--- src/rtl/core/boxblur_pkg.sv ---
// ---------------------------------------------------------------------------
// boxblur_pkg
// Shared constants, types and the rounded mean used by the 3x3 box blur.
// ---------------------------------------------------------------------------
package boxblur_pkg;

   localparam int MAX_WIDTH_DEF  = 2048;
   localparam int MAX_HEIGHT_DEF = 4096;

   // configuration port
   localparam int CSR_INDEX_W  = 1;
   localparam int CSR_DATA_W   = 13;
   localparam int CFG_WIDTH_W  = 12;
   localparam int CFG_HEIGHT_W = 13;

   localparam logic [CSR_INDEX_W-1:0] REG_IMAGE_WIDTH  = 1'b0;
   localparam logic [CSR_INDEX_W-1:0] REG_IMAGE_HEIGHT = 1'b1;

   localparam logic [CFG_WIDTH_W-1:0]  WIDTH_RESET  = 12'd640;
   localparam logic [CFG_HEIGHT_W-1:0] HEIGHT_RESET = 13'd480;

   // item kinds
   localparam logic CMD_PUSH  = 1'b0;
   localparam logic CMD_DRAIN = 1'b1;

   // datapath widths
   localparam int CHAN_W = 8;
   localparam int PIX_W  = 3 * CHAN_W;
   localparam int SUM_W  = 12;
   localparam int CNT_W  = 4;
   localparam int PROD_W = 26;

   // reciprocal multipliers for division by 3 and 9
   localparam int DIV3_MUL   = 2731;
   localparam int DIV3_SHIFT = 13;
   localparam int DIV9_MUL   = 1821;
   localparam int DIV9_SHIFT = 14;

   // one line buffer step as decided by the sequencer
   typedef struct packed {
      logic shift;
      logic emit;
      logic up;
      logic down;
      logic left;
      logic right;
      logic last;
   } boxblur_step_type;

   // masked neighborhood sums handed to the divider
   typedef struct packed {
      logic [SUM_W-1:0] red;
      logic [SUM_W-1:0] green;
      logic [SUM_W-1:0] blue;
      logic [CNT_W-1:0] count;
      logic             last;
   } boxblur_sum_type;

   // rounded mean: (2*sum + count) / (2*count)
   function automatic logic [CHAN_W-1:0] blur_mean(input logic [SUM_W-1:0] sum,
                                                   input logic [CNT_W-1:0] count);
      logic [SUM_W:0]      biased;
      logic [PROD_W-1:0]   prod;
      logic [CHAN_W-1:0]   q;
      biased = '0;
      prod   = '0;
      q      = sum[CHAN_W-1:0];
      case (count)
         4'd2: begin
            biased = (SUM_W+1)'(sum) + (SUM_W+1)'(1);
            q      = biased[CHAN_W:1];
         end
         4'd3: begin
            biased = (SUM_W+1)'(sum) + (SUM_W+1)'(1);
            prod   = PROD_W'(biased) * PROD_W'(DIV3_MUL);
            q      = prod[DIV3_SHIFT +: CHAN_W];
         end
         4'd4: begin
            biased = (SUM_W+1)'(sum) + (SUM_W+1)'(2);
            q      = biased[CHAN_W+1:2];
         end
         4'd6: begin
            biased = (SUM_W+1)'(sum) + (SUM_W+1)'(3);
            prod   = PROD_W'(biased[SUM_W:1]) * PROD_W'(DIV3_MUL);
            q      = prod[DIV3_SHIFT +: CHAN_W];
         end
         4'd9: begin
            biased = (SUM_W+1)'(sum) + (SUM_W+1)'(4);
            prod   = PROD_W'(biased) * PROD_W'(DIV9_MUL);
            q      = prod[DIV9_SHIFT +: CHAN_W];
         end
         default: begin
            q = sum[CHAN_W-1:0];
         end
      endcase
      return q;
   endfunction

endpackage

--- src/rtl/core/boxblur_out.sv ---
// ---------------------------------------------------------------------------
// boxblur_out
// Rounded division of the neighborhood sums and the result register; its
// occupancy sets the advance enable for the whole pipeline.
// ---------------------------------------------------------------------------
module boxblur_out (
   input  logic                          clock,
   input  logic                          reset,
   input  logic                          sum_valid,
   input  boxblur_pkg::boxblur_sum_type  sum,
   output logic                          adv,
   output logic                          rsp_tvalid,
   input  logic                          rsp_tready,
   output logic [boxblur_pkg::PIX_W-1:0] rsp_tdata,
   output logic                          rsp_tlast
);

   import boxblur_pkg::*;

   logic              rsp_tvalid_ff;
   logic [PIX_W-1:0]  rsp_tdata_ff, rsp_tdata_in;
   logic              rsp_tlast_ff;

   assign adv = !rsp_tvalid_ff || rsp_tready;

   always_comb begin
      rsp_tdata_in = {blur_mean(sum.blue, sum.count),
                      blur_mean(sum.green, sum.count),
                      blur_mean(sum.red, sum.count)};
   end

   always_ff @(posedge clock) begin
      if (reset) begin
         rsp_tvalid_ff <= 1'b0;
      end else if (adv) begin
         rsp_tvalid_ff <= sum_valid;
      end
   end

   always_ff @(posedge clock) begin
      if (adv) begin
         rsp_tdata_ff <= rsp_tdata_in;
         rsp_tlast_ff <= sum.last;
      end
   end

   assign rsp_tvalid = rsp_tvalid_ff;
   assign rsp_tdata  = rsp_tdata_ff;
   assign rsp_tlast  = rsp_tlast_ff;

endmodule

--- config.mk ---
export PLATFORM = sky130hd
export DESIGN_NAME = boxblur_out
export DESIGN_NICKNAME = d
export VERILOG_FILES = /design/src/rtl/core/boxblur_pkg.sv /design/src/rtl/core/boxblur_out.sv
export SDC_FILE = /design/constraint.sdc
export NUM_CORES = 1
export LEC_CHECK = 0
export ABC_CLOCK_PERIOD_IN_PS = 10200
export BUFFER_PORTS_ARGS = -buffer_cell sky130_fd_sc_hd__buf_2
export CORE_MARGIN = 2
export CORE_UTILIZATION = 55
export CTS_CLUSTER_SIZE = 10
export DETAILED_ROUTE_END_ITERATION = 8
export GPL_TIMING_DRIVEN = 0
export PLACE_DENSITY = 0.73
export SLEW_MARGIN = 5
export SYNTH_ARGS = -nofsm -noshare
export SYNTH_HDL_FRONTEND = slang
export SYNTH_SLANG_ARGS = --single-unit
--- constraint.sdc ---
create_clock -name clock -period 10.2 [get_ports clock]
set_input_delay 1.53 -clock clock [delete_from_list [all_inputs] [get_ports clock]]
set_output_delay 1.53 -clock clock [all_outputs]
set_load 0.05 [all_outputs]
==> summary.md <==
| Metric | Value |
|---|---|
| Post-Syn Area | `24,500 sq um` |
| Final Hold Fails | `0` |
| Fin nets | `3,822` |
| Setup_tns | `0 ps` |
| Worst slew pin tran | `1020 ps` |
| Full die area | `46,300 sq um` |
| Router iterations before antenna repair | `6` |
| Routability congestion estimate | `0.945` |
| Max H-tree Level | `1` |
| Die Y | `215 um` |
| CTS Buf Count | `3` |
| Post-CTS resize count | `0` |
| Synth Flop Type | `edfxtp_1` |
| Slew Viols, Final | `0` |
| Maximum fanout along the worst path | `8` |
| Core area | `44,100 sq um` |
| Most common cell after layout, fill and taps aside | `inv_1` |
| Register area share after synthesis | `3.15%` |
| Clk slew on worst S/H paths | `100 ps` |
| Async S/R FF share, synth | `0%` |
| Hold WS | `1140 ps` |
| Post-synth EDFFs | `25` |
| Largest net degree at the start of global routing | `28` |
| Critical path endpoint category | `register` |
| RSZ-0062 raised after global routing | `no` |
| Peak per-stage delay on the critical path | `650 ps` |
| Synth warn | `0` |
| Number of port buffers | `52` |
| Multi-input logic area | `20,400 sq um` |
| Critical path launch point type | `input pin` |
| Synth Area in Simple Gates | `6.89%` |
| Number of distinct library cells after synthesis | `78` |
| Most frequent cells in the layout | `inv_1 (845), ha_1 (633), fa_1 (342), xnor2_1 (134), nand2_1 (101)` |
| Die Width | `215 um` |
| CTS tree | `yes` |
| Post-Syn Instances | `2,745` |
| Fillers | `3,904` |
| Net count after synthesis | `3,765` |
| Worst IR Drop VDD | `0.000195 V` |
| DRT antenna net count | `0` |
| Area grow syn2layout | `4.57%` |
| Post-synthesis adder-cell area fraction | `60.3%` |
| GR Overflow Total | `0` |
| Mean post-synth cell area | `8.93 sq um` |
| Reg area | `771 sq um` |
| Clk_lat worst skew | `290 ps` |
| Starting Density | `55.5%` |
| Routed WL | `57,300 um` |
| DR WL/cell | `16.9 um` |
| Post-synthesis compound-gate area fraction | `8.15%` |
| Global-route wire length before repair | `96,900 um` |
| Final Setup Violations | `0` |
| Clk root buf | `clkbuf_16` |
| Layout cells sized above 1 | `2.82%` |
| Tot GR Track Use | `25.7%` |
| Mux contribution to synthesized area | `0.659%` |
| Clk sink count | `26` |
| Largest family of logic cells by synthesized area | `adder cells` |
| Final HPWL DP | `51,000 um` |
| Setup Crit Path Kind | `input pin to register` |
| Min Tclk post-route | `8820 ps` |
| WHS Path Cells | `2` |
| Cell row count | `77` |
| DRC violation count after routing | `0` |
| Worst Skew | `5.59 ps` |
| Power Dens Cells | `258 nW/um^2` |
| # IOs | `72` |
| Post-Synth XOR/XNOR Area | `7.11%` |
| FF-to-FF path depth | `1` |
| Max-Cap Viols | `0` |
| Max-slew headroom | `31.0%` |
| Crit path buffers/inverters | `5` |
| Crit path depth | `24` |
| Iter 0 DRT Violations | `1,372` |
| Via density | `5.41` |
| Fin util | `58.1%` |
| Post-CTS Setup Bufs | `0` |
| Static Leak | `0.0144 uW` |
| Critical path's top delay family | `adder cells` |
| Status | `finished clean` |
| Worst path slowest cell | `a2111oi_1` |
| CP Data Arrival Time | `8820 ps` |
| WP data required | `10,210 ps` |
| Initial antenna violation count | `4` |
| Clk buf depth | `2` |
| Final clock period utilization by the worst path | `86.5%` |
| Via count | `18,400` |
| Post-cts hold buffer count | `0` |
| Min-delay worst type | `register to register` |
| Max Freq | `113 MHz` |
| Vias in the first global route | `19,900` |
| CP Cell Sequence | `clkbuf_1, nand2_1, nor2_1, nand3_1, or2_2, xnor2_1, inv_1, fa_1, inv_1, ha_1, fa_1, inv_1, fa_1, fa_1, inv_1, ha_1, a21oi_1, o21ai_0, a2111oi_1, o31ai_1, a21oi_1, mux2i_1, o32ai_1, o21ai_0` |
| #FFs+latches synth | `26` |
## kinds of logic after synthesis
logic type / Yosys count
compound gates: 290
fa+ha+maj: 975
xor+xnor: 199
flops: 26
simple gates: 341
mux: 16
buf+inv: 898
## final timing paths
kind | from | endpoint | slack, ps
worst max-delay path | sum[34] | rsp_tdata[5] | 1380
worst max register to register | rsp_tvalid | rsp_tdata[1] | 8850
worst min-delay path | rsp_tvalid | rsp_tvalid | 1140
worst min register to register | rsp_tvalid | rsp_tvalid | 1140
## power breakdown
| group | total, uW | switching [uW] | internal (uW) |
|---|---|---|---|
| clock network | 134 | 55.1 | 78.9 |
| registers | 158 | 14.6 | 143 |
| logic | 6320 | 3690 | 2630 |
## registers in the layout, indices dropped and copies added (netlist names)
name        flops
rsp_tlast       1
rsp_tvalid      1
rsp_tdata      24
## tightest hold or removal path, delay by kind of cell, from the launching register on
family | cells | cell delay [ps]
compound gates | 1 | 150
simple gates | 1 | 620
flops | 1 | 330
## final cells by class
| cell class | count | area share [%] |
|---|---|---|
| multi-input cells | 1821 | 79.5 |
| inverters | 845 | 12.4 |
| flip-flops and latches | 26 | 3.01 |
| well taps | 592 | 2.89 |
| repair buffers | 52 | 1.02 |
| plain buffers | 53 | 0.791 |
| clock buffers | 3 | 0.293 |
| clock inverters | 1 | 0.117 |
| diodes | 4 | 0.0391 |
## cell usage after synthesis (7+ instances only)
| library cell | instances | share of area (%) |
|---|---|---|
| o211ai_1 | 15 | 0.46 |
| a31oi_1 | 17 | 0.43 |
| or3_1 | 7 | 0.18 |
| nand4_1 | 16 | 0.41 |
| edfxtp_1 | 25 | 3.1 |
| o2111ai_1 | 7 | 0.25 |
| nand3_1 | 33 | 0.67 |
| and3_1 | 17 | 0.43 |
| a21oi_1 | 73 | 1.5 |
| nor2b_1 | 13 | 0.33 |
| a221oi_1 | 8 | 0.29 |
| inv_1 | 845 | 13 |
| nor3_1 | 14 | 0.29 |
| nand2_1 | 101 | 1.5 |
| o221ai_1 | 8 | 0.29 |
| a211oi_1 | 12 | 0.37 |
| clkbuf_1 | 45 | 0.69 |
| fa_1 | 342 | 28 |
| mux2i_1 | 15 | 0.61 |
| ha_1 | 633 | 32 |
| xnor2_1 | 134 | 4.8 |
| nand2b_1 | 15 | 0.38 |
| o21a_1 | 10 | 0.31 |
| o21bai_1 | 10 | 0.31 |
| a21o_1 | 26 | 0.80 |
| nor2_1 | 81 | 1.2 |
| xor2_1 | 65 | 2.3 |
| nand3b_1 | 8 | 0.25 |
| o21ai_0 | 40 | 0.82 |
| and4_1 | 9 | 0.32 |
## metal layers
layer	vias to the layer above	global-route usage (%)	part of all wire [%]	wire length (um)
met5	-	0	0	0
met4	0	5.38	2.5	1450
met3	108	3.43	6.3	3590
met2	559	45.8	49	27900
met1	8933	33.4	43	24400
li1	8790	-	-	-
## stage by stage
step / setup slack, ps / cell area (sq um) / std cells / power (uW)
after global placement: 1270 / 25500 / 3389 / 6190
after detailed placement: 1180 / 25500 / 3389 / 6420
after floorplan: 2540 / 24500 / 2745 / 4900
after global routing: 1040 / 25600 / 3394 / 7580
after CTS: 1460 / 25600 / 3393 / 6630
final: 1380 / 25600 / 3397 / 6620
Note: power is estimated with default switching activity, not from simulation.
