### config.mk
export PLATFORM = sky130hd
export DESIGN_NAME = boxblur_seq
export DESIGN_NICKNAME = d
export VERILOG_FILES = /design/src/rtl/core/boxblur_pkg.sv /design/src/rtl/core/boxblur_seq.sv
export SDC_FILE = /design/constraint.sdc
export NUM_CORES = 1
export LEC_CHECK = 0
export BUFFER_PORTS_ARGS = -buffer_cell sky130_fd_sc_hd__buf_2
export CAP_MARGIN = 10
export CORE_MARGIN = 1
export CORE_UTILIZATION = 27
export DETAILED_ROUTE_END_ITERATION = 12
export PLACE_DENSITY = 0.47
export SLEW_MARGIN = 15
export SYNTH_ARGS = -nofsm -noshare
export SYNTH_HDL_FRONTEND = slang
export SYNTH_SLANG_ARGS = --single-unit
### constraint.sdc
create_clock -name clock -period 8.96 [get_ports clock]
set_clock_uncertainty 0.05 [all_clocks]
set_input_delay 1.792 -clock clock [delete_from_list [all_inputs] [get_ports clock]]
set_output_delay 1.792 -clock clock [all_outputs]
set_load 0.1 [all_outputs]
### src/rtl/core/boxblur_pkg.sv
// ---------------------------------------------------------------------------
// boxblur_pkg
// Shared constants, types and the rounded mean used by the 3x3 box blur.
// ---------------------------------------------------------------------------
package boxblur_pkg;

   localparam int MAX_WIDTH_DEF  = 2048;
   localparam int MAX_HEIGHT_DEF = 4096;

   // configuration port
   localparam int CSR_INDEX_W  = 1;
   localparam int CSR_DATA_W   = 13;
   localparam int CFG_WIDTH_W  = 12;
   localparam int CFG_HEIGHT_W = 13;

   localparam logic [CSR_INDEX_W-1:0] REG_IMAGE_WIDTH  = 1'b0;
   localparam logic [CSR_INDEX_W-1:0] REG_IMAGE_HEIGHT = 1'b1;

   localparam logic [CFG_WIDTH_W-1:0]  WIDTH_RESET  = 12'd640;
   localparam logic [CFG_HEIGHT_W-1:0] HEIGHT_RESET = 13'd480;

   // item kinds
   localparam logic CMD_PUSH  = 1'b0;
   localparam logic CMD_DRAIN = 1'b1;

   // datapath widths
   localparam int CHAN_W = 8;
   localparam int PIX_W  = 3 * CHAN_W;
   localparam int SUM_W  = 12;
   localparam int CNT_W  = 4;
   localparam int PROD_W = 26;

   // reciprocal multipliers for division by 3 and 9
   localparam int DIV3_MUL   = 2731;
   localparam int DIV3_SHIFT = 13;
   localparam int DIV9_MUL   = 1821;
   localparam int DIV9_SHIFT = 14;

   // one line buffer step as decided by the sequencer
   typedef struct packed {
      logic shift;
      logic emit;
      logic up;
      logic down;
      logic left;
      logic right;
      logic last;
   } boxblur_step_type;

   // masked neighborhood sums handed to the divider
   typedef struct packed {
      logic [SUM_W-1:0] red;
      logic [SUM_W-1:0] green;
      logic [SUM_W-1:0] blue;
      logic [CNT_W-1:0] count;
      logic             last;
   } boxblur_sum_type;

   // rounded mean: (2*sum + count) / (2*count)
   function automatic logic [CHAN_W-1:0] blur_mean(input logic [SUM_W-1:0] sum,
                                                   input logic [CNT_W-1:0] count);
      logic [SUM_W:0]      biased;
      logic [PROD_W-1:0]   prod;
      logic [CHAN_W-1:0]   q;
      biased = '0;
      prod   = '0;
      q      = sum[CHAN_W-1:0];
      case (count)
         4'd2: begin
            biased = (SUM_W+1)'(sum) + (SUM_W+1)'(1);
            q      = biased[CHAN_W:1];
         end
         4'd3: begin
            biased = (SUM_W+1)'(sum) + (SUM_W+1)'(1);
            prod   = PROD_W'(biased) * PROD_W'(DIV3_MUL);
            q      = prod[DIV3_SHIFT +: CHAN_W];
         end
         4'd4: begin
            biased = (SUM_W+1)'(sum) + (SUM_W+1)'(2);
            q      = biased[CHAN_W+1:2];
         end
         4'd6: begin
            biased = (SUM_W+1)'(sum) + (SUM_W+1)'(3);
            prod   = PROD_W'(biased[SUM_W:1]) * PROD_W'(DIV3_MUL);
            q      = prod[DIV3_SHIFT +: CHAN_W];
         end
         4'd9: begin
            biased = (SUM_W+1)'(sum) + (SUM_W+1)'(4);
            prod   = PROD_W'(biased) * PROD_W'(DIV9_MUL);
            q      = prod[DIV9_SHIFT +: CHAN_W];
         end
         default: begin
            q = sum[CHAN_W-1:0];
         end
      endcase
      return q;
   endfunction

endpackage

### src/rtl/core/boxblur_seq.sv
// ---------------------------------------------------------------------------
// boxblur_seq
// Frame sequencer: configuration registers, input and output position
// counters, and the per-item decision to step the line buffer and emit.
// ---------------------------------------------------------------------------
module boxblur_seq #(
   parameter int  MAX_WIDTH  = boxblur_pkg::MAX_WIDTH_DEF,
   parameter int  MAX_HEIGHT = boxblur_pkg::MAX_HEIGHT_DEF,
   localparam int CW = (MAX_WIDTH > 1) ? $clog2(MAX_WIDTH) : 1
) (
   input  logic                                clock,
   input  logic                                reset,
   input  logic                                csr_wr_en,
   input  logic [boxblur_pkg::CSR_INDEX_W-1:0] csr_index,
   input  logic [boxblur_pkg::CSR_DATA_W-1:0]  csr_wr_data,
   input  logic                                req_tvalid,
   output logic                                req_tready,
   input  logic                                req_command,
   input  logic [boxblur_pkg::PIX_W-1:0]       req_pixel,
   input  logic                                adv,
   output boxblur_pkg::boxblur_step_type       step,
   output logic [CW-1:0]                       step_addr,
   output logic [boxblur_pkg::PIX_W-1:0]       step_pixel
);

   import boxblur_pkg::*;

   localparam int WW = $clog2(MAX_WIDTH + 1);
   localparam int HW = $clog2(MAX_HEIGHT + 1);
   localparam int LW = $clog2(MAX_WIDTH + 2);
   localparam int RW = (MAX_HEIGHT > 1) ? $clog2(MAX_HEIGHT) : 1;

   logic [CFG_WIDTH_W-1:0]  cfg_width_ff;
   logic [CFG_HEIGHT_W-1:0] cfg_height_ff;

   logic          fresh_ff,   fresh_in;
   logic          all_in_ff,  all_in_in;
   logic          extra_ff,   extra_in;
   logic [WW-1:0] frame_w_ff, frame_w_in;
   logic [HW-1:0] frame_h_ff, frame_h_in;
   logic [LW-1:0] lead_ff,    lead_in;
   logic [CW-1:0] in_col_ff,  in_col_in;
   logic [RW-1:0] in_row_ff,  in_row_in;
   logic [CW-1:0] out_col_ff, out_col_in;
   logic [RW-1:0] out_row_ff, out_row_in;

   logic [WW-1:0] clamp_w, w_cur, w_last;
   logic [HW-1:0] clamp_h, h_cur, h_last;
   logic          lead_full, col_end, row_end, ocol_end, orow_end;
   logic          acc, push_go, drain_go, extra_go, shift_go, emit_go, frame_done;

   // configuration registers
   always_ff @(posedge clock) begin
      if (reset) begin
         cfg_width_ff  <= WIDTH_RESET;
         cfg_height_ff <= HEIGHT_RESET;
      end else if (csr_wr_en) begin
         case (csr_index)
            REG_IMAGE_WIDTH:  cfg_width_ff  <= csr_wr_data[CFG_WIDTH_W-1:0];
            REG_IMAGE_HEIGHT: cfg_height_ff <= csr_wr_data[CFG_HEIGHT_W-1:0];
            default: ;
         endcase
      end
   end

   // geometry clamped to the supported range
   always_comb begin
      if (cfg_width_ff == '0) begin
         clamp_w = WW'(1);
      end else if (32'(cfg_width_ff) > 32'(MAX_WIDTH)) begin
         clamp_w = WW'(MAX_WIDTH);
      end else begin
         clamp_w = WW'(cfg_width_ff);
      end
      if (cfg_height_ff == '0) begin
         clamp_h = HW'(1);
      end else if (32'(cfg_height_ff) > 32'(MAX_HEIGHT)) begin
         clamp_h = HW'(MAX_HEIGHT);
      end else begin
         clamp_h = HW'(cfg_height_ff);
      end
   end

   always_comb begin
      w_cur     = fresh_ff ? clamp_w : frame_w_ff;
      h_cur     = fresh_ff ? clamp_h : frame_h_ff;
      w_last    = w_cur - WW'(1);
      h_last    = h_cur - HW'(1);
      lead_full = (lead_ff == (LW'(w_cur) + LW'(1)));
      col_end   = (WW'(in_col_ff) == w_last);
      row_end   = (HW'(in_row_ff) == h_last);
      ocol_end  = (WW'(out_col_ff) == w_last);
      orow_end  = (HW'(out_row_ff) == h_last);

      req_tready = adv && !extra_ff;
      acc        = req_tvalid && req_tready;
      extra_go   = extra_ff && adv;
      push_go    = acc && !all_in_ff && (req_command == CMD_PUSH);
      drain_go   = acc && all_in_ff;
      shift_go   = push_go || drain_go || extra_go;
      emit_go    = ((push_go || drain_go) && lead_full) || extra_go;
      frame_done = emit_go && orow_end && ocol_end;

      step.shift = shift_go;
      step.emit  = emit_go;
      step.up    = (out_row_ff != '0);
      step.down  = !orow_end;
      step.left  = (out_col_ff != '0);
      step.right = !ocol_end;
      step.last  = orow_end && ocol_end;
      step_addr  = in_col_ff;
      step_pixel = push_go ? req_pixel : '0;
   end

   // next state of the position counters
   always_comb begin
      fresh_in   = fresh_ff;
      all_in_in  = all_in_ff;
      extra_in   = extra_ff;
      frame_w_in = frame_w_ff;
      frame_h_in = frame_h_ff;
      lead_in    = lead_ff;
      in_col_in  = in_col_ff;
      in_row_in  = in_row_ff;
      out_col_in = out_col_ff;
      out_row_in = out_row_ff;

      if (acc && fresh_ff) begin
         frame_w_in = clamp_w;
         frame_h_in = clamp_h;
      end

      if (shift_go) begin
         fresh_in  = 1'b0;
         in_col_in = col_end ? '0 : in_col_ff + CW'(1);
         if (!lead_full) begin
            lead_in = lead_ff + LW'(1);
         end
      end

      if (push_go && col_end) begin
         if (row_end) begin
            all_in_in = 1'b1;
         end else begin
            in_row_in = in_row_ff + RW'(1);
         end
      end

      // one-row frame: first drain steps the line buffer twice
      if (drain_go && !lead_full) begin
         extra_in = 1'b1;
      end else if (extra_go) begin
         extra_in = 1'b0;
      end

      if (emit_go) begin
         if (ocol_end) begin
            out_col_in = '0;
            out_row_in = out_row_ff + RW'(1);
         end else begin
            out_col_in = out_col_ff + CW'(1);
         end
      end

      if (frame_done) begin
         fresh_in   = 1'b1;
         all_in_in  = 1'b0;
         extra_in   = 1'b0;
         lead_in    = '0;
         in_col_in  = '0;
         in_row_in  = '0;
         out_col_in = '0;
         out_row_in = '0;
      end
   end

   always_ff @(posedge clock) begin
      if (reset) begin
         fresh_ff   <= 1'b1;
         all_in_ff  <= 1'b0;
         extra_ff   <= 1'b0;
         frame_w_ff <= WW'(1);
         frame_h_ff <= HW'(1);
         lead_ff    <= '0;
         in_col_ff  <= '0;
         in_row_ff  <= '0;
         out_col_ff <= '0;
         out_row_ff <= '0;
      end else begin
         fresh_ff   <= fresh_in;
         all_in_ff  <= all_in_in;
         extra_ff   <= extra_in;
         frame_w_ff <= frame_w_in;
         frame_h_ff <= frame_h_in;
         lead_ff    <= lead_in;
         in_col_ff  <= in_col_in;
         in_row_ff  <= in_row_in;
         out_col_ff <= out_col_in;
         out_row_ff <= out_row_in;
      end
   end

endmodule

==> run_results.csv, run 1 <==
group,metric,value,unit
clocking,cts_setup_buffers,0,
clocking,post_cts_resized,0,
grt,grt_max_degree,59,
critical_path,worst-path-buf-inv,3,
clocking,cts_max_level,3,
synth,ys_ff_latch,111,
timing,finalSetupViolCount,0,
timing,max_freq,142,MHz
synth,synth_cell_types,93,
timing,rsz0062_at_grt,"false",
power_and_ir_drop,p_per_area,134,nW/um^2
drt,drt_iter0_drc,936,
clocking,cts.hold.buffers_added,0,
placement,gp_congestion,0.886,
power_and_ir_drop,p_leak,3.43,nW
critical_path,max_stage_delay,0.68,ns
timing,tightestPinTransition,0.988,ns
clocking,cts-root-buf,"clkbuf_16",
drt,drc,0,
run,timing.max_cap.violations,0,
critical_path,path_delay_family,"simple AND/OR/NAND/NOR gates",
synth,syn_inst,1078,
grt,use_met2,25.9,%
timing,hold_viol,0,
worst_hold_path,hold_class,"register to register",
critical_path,startpoint_type,"register",
drt,first_pass_iters,5,
power_and_ir_drop,p_total,1.26,mW
synth,syn_area_per_cell,7.80,sq um
grt,grt_pass1_vias,7395,
final_layout,fin_area,9450,sq um
floorplan,core_area,30600,sq um
synth,syn_area,8410,sq um
synth,synth_edf_count,0,
timing,setup_tns,0,ns
drt,drt-total-wl,27800,um
timing,relSlewSlack,32.3,%
clocking,clkTransAtPathRegs,0.10,ns
placement,place_hpwl,21500,um
critical_path,path_class,"register to output pin",
final_layout,fin_cells,1528,
grt,grt_use_met3,2.00,%
timing,finalCritPeriodShare,78.4,%
final_layout,area_delta_synth_final,12.3,%
critical_path,cpMaxStageDelayCell,"dfxtp_2",
clocking,cts_buffer_depth,2,
floorplan,start_util,27.5,%
grt,grt_usage,17.4,%
timing,finalMaxSlewViolations,0,
grt,antenna_found_initial,1,
floorplan,rows,64,
synth,syn_nets,1132,
floorplan,die_w,179,um
critical_path,critPathArrivalTime,5.18,ns
final_layout,fill_cells,3356,
clocking,tritoncts,"built",
status,status,"complete, no violations",
synth,synth-main-ff-cell,"dfxtp_1",
final_layout,antenna_cells,0,
timing,period_needed,7.02,ns
grt,grt_overflow,0,
clocking,numCtsBuffers,9,
placement,port-buffer-count,86,
grt,grt-busiest-layer,"met1",
synth,seq_area_frac_synth,26.4,%
critical_path,endpoint_kind,"output pin",
clocking,clock-sinks,111,
drt,drtAntennaViolNets,0,
final_layout,drive_gt1_share,12.7,%
power_and_ir_drop,irDropWorstVdd,0.0844,mV
grt,grt_use_met1,26.4,%
drt,dr_total_vias,8256,
floorplan,fp.dieArea,31900,sq um
placement,placedInstanceArea,9120,sq um
drt,routed_via_density,5.40,
floorplan,ios,87,
final_layout,num-nets-final,1181,
drt,wire_per_inst,18.2,um
clocking,clkLatencyLatePin,0.37,ns
critical_path,path_cells,"buf_4, nand2b_1, o21ai_0, inv_1, ha_1, and3_1, nand4_1, o21ai_0, o311a_1, o31ai_1, nand4_1, nor2_1, buf_2",
placement,dp.cells,1512,
floorplan,die_height,179,um
critical_path,worstPathMaxFanout,55,
grt,grt_pass1_wl,42800,um
synth,ys_async_sr_fraction,0,%
synth,ys_warn_count,0,
critical_path,worstPathRequired,7.12,ns
cell type report:
| class | instances | area (sq um) | share of cell area, % |
|---|---|---|---|
| Inverter | 34 | 128 | 1.35 |
| Timing Repair Buffer | 96 | 505 | 5.35 |
| Sequential cell | 111 | 2220 | 23.5 |
| Clock inverter | 7 | 101 | 1.07 |
| Clock buffer | 9 | 225 | 2.38 |
| Multi-Input combinational cell | 875 | 5770 | 61.1 |
| Tap cell | 396 | 495 | 5.24 |
cells by family after synthesis:
| kind of cell | share of synthesized area [%] |
|---|---|
| mux | 2.60 |
| buf+inv | 5.15 |
| compound gates | 20.8 |
| fa+ha+maj | 1.49 |
| xor+xnor | 10.3 |
| simple gates | 33.3 |
| flops | 26.4 |
registers in the layout, summed over array words and instances (netlist names):
signal	flops
frame_h_ff	13
out_row_ff	12
cfg_height_ff	13
fresh_ff	1
all_in_ff	1
cfg_width_ff	12
out_col_ff	11
in_row_ff	12
lead_ff	12
step_addr	11
frame_w_ff	12
extra_ff	1
stage by stage:
stage / hold slack [ns] / worst slack, ns / util, %
6_report: 0.418 / 1.94 / 30.9
5_1_grt: 0.446 / 1.50 / 30.9
4_1_cts: 0.424 / 1.94 / 30.9
3_5_place_dp: 0.412 / 2.35 / 29.8
3_3_place_gp: 0.394 / 2.56 / 29.8
2_1_floorplan: 0.386 / 1.14 / -
per-layer routing:
| metal | share of wire [%] | vias to the layer above |
|---|---|---|
| met5 | 0 | - |
| li1 | - | 4054 |
| met2 | 42 | 286 |
| met1 | 50 | 3892 |
| met3 | 6.3 | 24 |
| met4 | 1.3 | 0 |
final timing paths:
kind / slack [ns] / depth (start not counted) / endpoint / startpoint
setup / recovery: 1.94 / 13 / step[0] / fresh_ff
hold / removal: 0.42 / 2 / frame_w_ff[11] / frame_w_ff[11]
setup reg to reg: 3.39 / 13 / out_col_ff[10] / cfg_width_ff[11]
hold reg to reg: 0.42 / 2 / frame_w_ff[11] / frame_w_ff[11]
power breakdown:
group	total [mW]	switching (mW)	internal, mW
combinational	0.291	0.184	0.107
sequential	0.521	0.0178	0.503
clock	0.449	0.222	0.227
synth_stat cells (all sizes together) (6+ instances only):
| cell type | number | area [sq um] |
|---|---|---|
| nor3b | 12 | 90.1 |
| and2 | 34 | 213 |
| and4 | 6 | 52.6 |
| a21oi | 94 | 470 |
| nand3b | 18 | 135 |
| mux2 | 7 | 78.8 |
| o21bai | 8 | 60.1 |
| xnor2 | 59 | 517 |
| o32ai | 8 | 70.1 |
| inv | 34 | 128 |
| o2111ai | 7 | 67.6 |
| buf | 25 | 181 |
| xnor3 | 7 | 158 |
| a211oi | 13 | 97.6 |
| clkbuf | 33 | 124 |
| or4 | 13 | 101 |
| o21a | 6 | 45.0 |
| mux2i | 14 | 140 |
| nor2 | 57 | 214 |
| nor4 | 21 | 159 |
| nand4b | 9 | 78.8 |
| nor2b | 22 | 138 |
| or3 | 16 | 100 |
| a21boi | 7 | 52.6 |
| dfxtp | 111 | 2220 |
| nor3 | 33 | 165 |
| nand4 | 23 | 144 |
| nor4b | 6 | 58.8 |
| o21ai | 31 | 155 |
| ha | 10 | 125 |
| a31oi | 7 | 43.8 |
| nand2 | 122 | 458 |
| nand3 | 47 | 235 |
| and3b | 7 | 61.3 |
| and3 | 26 | 163 |
| nand2b | 19 | 126 |
| o31ai | 10 | 88.8 |
| xor2 | 19 | 166 |
tightest hold or removal path, cell delays in order, from the launching register on:
cell	delay, ns
dfxtp_1	0.31
nand2_1	0.05
a21oi_1	0.06
cells in the final DEF (no fill, tap or decap), types with 12 or more instances in the layout:
cell / instances
xor2_1: 19
nor2b_1: 22
or4_1: 12
buf_2: 86
nand4_1: 23
nand3_1: 47
nand3b_1: 18
or3_1: 16
nor3_1: 32
inv_1: 34
nor2_1: 57
mux2i_1: 14
nor4_1: 17
o21ai_0: 31
and3_1: 26
a21oi_1: 94
xnor2_1: 59
a211oi_1: 13
dfxtp_1: 110
nor3b_1: 12
nand2b_1: 18
nand2_1: 122
and2_1: 33
Note: power is estimated with default switching activity, not from simulation.
==> run 2: changes to the inputs <==
--- a/config.mk
+++ b/config.mk
@@ -10,7 +10,7 @@
 export CORE_MARGIN = 1
 export CORE_UTILIZATION = 27
 export DETAILED_ROUTE_END_ITERATION = 12
-export PLACE_DENSITY = 0.47
+export PLACE_DENSITY = 0.48
 export SLEW_MARGIN = 15
 export SYNTH_ARGS = -nofsm -noshare
 export SYNTH_HDL_FRONTEND = slang
==> constraint.sdc (replaced) <==
create_clock -name clock -period 6.2 [get_ports clock]
set_clock_uncertainty 0.05 [all_clocks]
set_input_delay 1.24 -clock clock [delete_from_list [all_inputs] [get_ports clock]]
set_output_delay 1.24 -clock clock [all_outputs]
set_load 0.1 [all_outputs]
==> run 2 against run 1 <==
  * Non-clock buffer count rose by 7
  * Sequential power is 44% higher
  * Setup slack worse by 1.6 ns
  * Critical path depth is 1 higher
  * Global-route usage is 0.20 points higher
  * Core utilization is 0.34 points higher
  * Sequential share of layout area fell by 0.24 points
  * Final area is 1.1% higher
  * Power is 48% higher
  * Wire length increased by 0.33%
  * Via count up 0.53%
==> run_results.csv, run 2 (synthesis gave the netlist of run 1 again) <==
group,metric,value,unit
power_and_ir_drop,swShare,31.9,%
timing,rsz0062_at_grt,"false",
floorplan,fp.dieArea,31900,sq um
floorplan,ios,87,
power_and_ir_drop,power.internal,1.27,mW
status,status,"complete, no violations",
final_layout,drive_gt1_share,13.9,%
drt,met2_length,11500,um
drt,first_pass_iters,6,
final_layout,largestRegisters,"cfg_height_ff x13, frame_h_ff x13",
power_and_ir_drop,irDropWorstVdd,0.136,mV
floorplan,rows,64,
grt,grt_pass1_vias,7633,
placement,port-buffer-count,86,
timing,period_needed,5.86,ns
critical_path,path_cells,"or4_1, o41a_1, o21ai_0, inv_1, ha_1, and3_1, nand4_1, o21ai_0, o311a_1, o31ai_1, nand4_1, buf_4, nor2_2, clkbuf_4",
placement,gp_congestion,0.892,
power_and_ir_drop,p_total,1.86,mW
power_and_ir_drop,pwr-share-comb,23.1,%
clocking,cts-root-buf,"clkbuf_16",
timing,setup_tns,0,ns
critical_path,path_class,"register to output pin",
final_layout,final_common_cell,"nand2_1",
drt,wl_met1,14200,um
drt,highest_layer,"met4",
drt,drt-total-wl,27900,um
critical_path,worstPathMaxFanout,11,
timing,relSlewSlack,29.0,%
timing,max_freq,171,MHz
final_layout,area_delta_synth_final,13.5,%
worst_hold_path,holdPathEnd,"frame_w_ff[11]",
timing,finalMaxSlewViolations,0,
critical_path,reg2reg_depth,14,
clocking,clock-sinks,111,
critical_path,cpMaxStageDelayCell,"or4_1",
critical_path,max_stage_delay,0.58,ns
critical_path,critPathArrivalTime,4.57,ns
clocking,clkLatencyLatePin,0.37,ns
grt,grt_pass1_wl,43500,um
final_layout,num-nets-final,1188,
power_and_ir_drop,p_leak,3.48,nW
clocking,cts_max_level,3,
critical_path,endpoint_kind,"output pin",
clocking,numCtsBuffers,9,
worst_hold_path,min_path_cells,2,
timing,finalCritPeriodShare,94.5,%
worst_hold_path,min-delay-start,"frame_w_ff[11]",
critical_path,r2r-start,"fresh_ff",
critical_path,startpoint_type,"register",
floorplan,core_area,30600,sq um
drt,drt_iter0_drc,688,
clocking,cts.hold.buffers_added,0,
drt,dr_total_vias,8300,
placement,place_hpwl,21600,um
power_and_ir_drop,clock_power_share,36.6,%
critical_path,worstPathRequired,4.91,ns
power_and_ir_drop,p_seq_share,40.3,%
clocking,clkTransAtPathRegs,0.08,ns
drt,met3_wirelength,1670,um
drt,drtAntennaViolNets,0,
grt,grt_max_degree,58,
clocking,cts_buffer_depth,2,
grt,grt_overflow,0,
floorplan,die_height,179,um
critical_path,reg2reg_slack,1.37,ns
grt,grt_usage,17.6,%
clocking,tritoncts,"built",
timing,finalSetupViolCount,0,
timing,hold_viol,0,
critical_path,timing.rr.end,"in_row_ff[6]",
power_and_ir_drop,p_sw,0.594,mW
grt,antenna_found_initial,0,
floorplan,die_w,179,um
drt,drc,0,
worst_hold_path,hold_class,"register to register",
timing,tightestPinTransition,1.07,ns
power_and_ir_drop,p_per_area,195,nW/um^2
drt,routed_via_density,5.41,
drt,wire_per_inst,18.2,um
floorplan,start_util,27.5,%
final_layout,final_cell_mix,"122 x nand2_1, 109 x dfxtp_1, 94 x a21oi_1, 85 x buf_2, 59 x xnor2_1",
run,timing.max_cap.violations,0,
final_layout,antenna_cells,0,
run 2: cell count changes in the layout (fill, tap and decap cells not counted), moves of 2 or more:
cell	delta
clkbuf_8	+2
clkinv_8	-2
nor2_1	-2
inv_8	-2
nor2_2	+2
buf_4	+7
inv_6	+2
run 2: area by class of cell:
type	count	area (sq um)
sequential	111	2220
multi-input combinational	875	5800
tap	396	495
clock buffer	11	253
clock inverter	5	86.3
fill	3295	21000
timing repair buffer	103	561
inverter	34	128
run 2: worst max path at each step:
stage / startpoint / to / cells past startpoint / slack (ns)
after CTS: cfg_height_ff[5] / step[0] / 14 / 0.23
after global routing: cfg_height_ff[5] / step[0] / 14 / 0.05
final: cfg_height_ff[5] / step[0] / 14 / 0.34
after global placement: cfg_height_ff[5] / step[0] / 14 / 0.72
after floorplan: fresh_ff / step[0] / 15 / 0.006
after detailed placement: cfg_height_ff[5] / step[0] / 14 / 0.65
run 2: power groups by stage:
stage | logic, mW | registers, mW | clock network, mW
final | 0.430 | 0.751 | 0.681
after global routing | 0.468 | 0.754 | 0.723
after CTS | 0.427 | 0.751 | 0.697
after detailed placement | 0.425 | 0.768 | 0
after global placement | 0.426 | 0.767 | 0
after floorplan | 0.326 | 0.760 | 0
run 2: what timing repair did:
| action | CTS | global route |
|---|---|---|
| setup endpoints to repair | 0 | 1 |
| setup buffers | 0 | 0 |
| gates resized for setup | 0 | 1 |
run 2: layer usage:
| layer | global-route usage (%) | vias up |
|---|---|---|
| met5 | 0 | - |
| li1 | - | 4065 |
| met3 | 2.94 | 28 |
| met1 | 25.8 | 3948 |
| met2 | 26.2 | 259 |
| met4 | 4.73 | 0 |
run 2: worst max-delay path: cells and delay by family (launching register included):
| family | cells | cell delay [ns] |
|---|---|---|
| and+or+nand+nor | 5 | 1.44 |
| adders and majority gates | 1 | 0.27 |
| buffers and inverters | 3 | 0.66 |
| AOI/OAI and AO/OA | 5 | 1.46 |
| DFF | 1 | 0.35 |
run 2: metrics by stage:
stage,setup WS [ns],cells,instance area (sq um),utilization [%],hold slack [ns]
6_report,0.338,1535,9550,31.2,0.414
5_1_grt,0.0546,1535,9550,31.2,0.447
4_1_cts,0.235,1535,9550,31.2,0.414
3_5_place_dp,0.651,1519,9210,30.1,0.403
3_3_place_gp,0.717,1519,9210,30.1,0.395
2_1_floorplan,0.00602,1078,8480,-,0.386
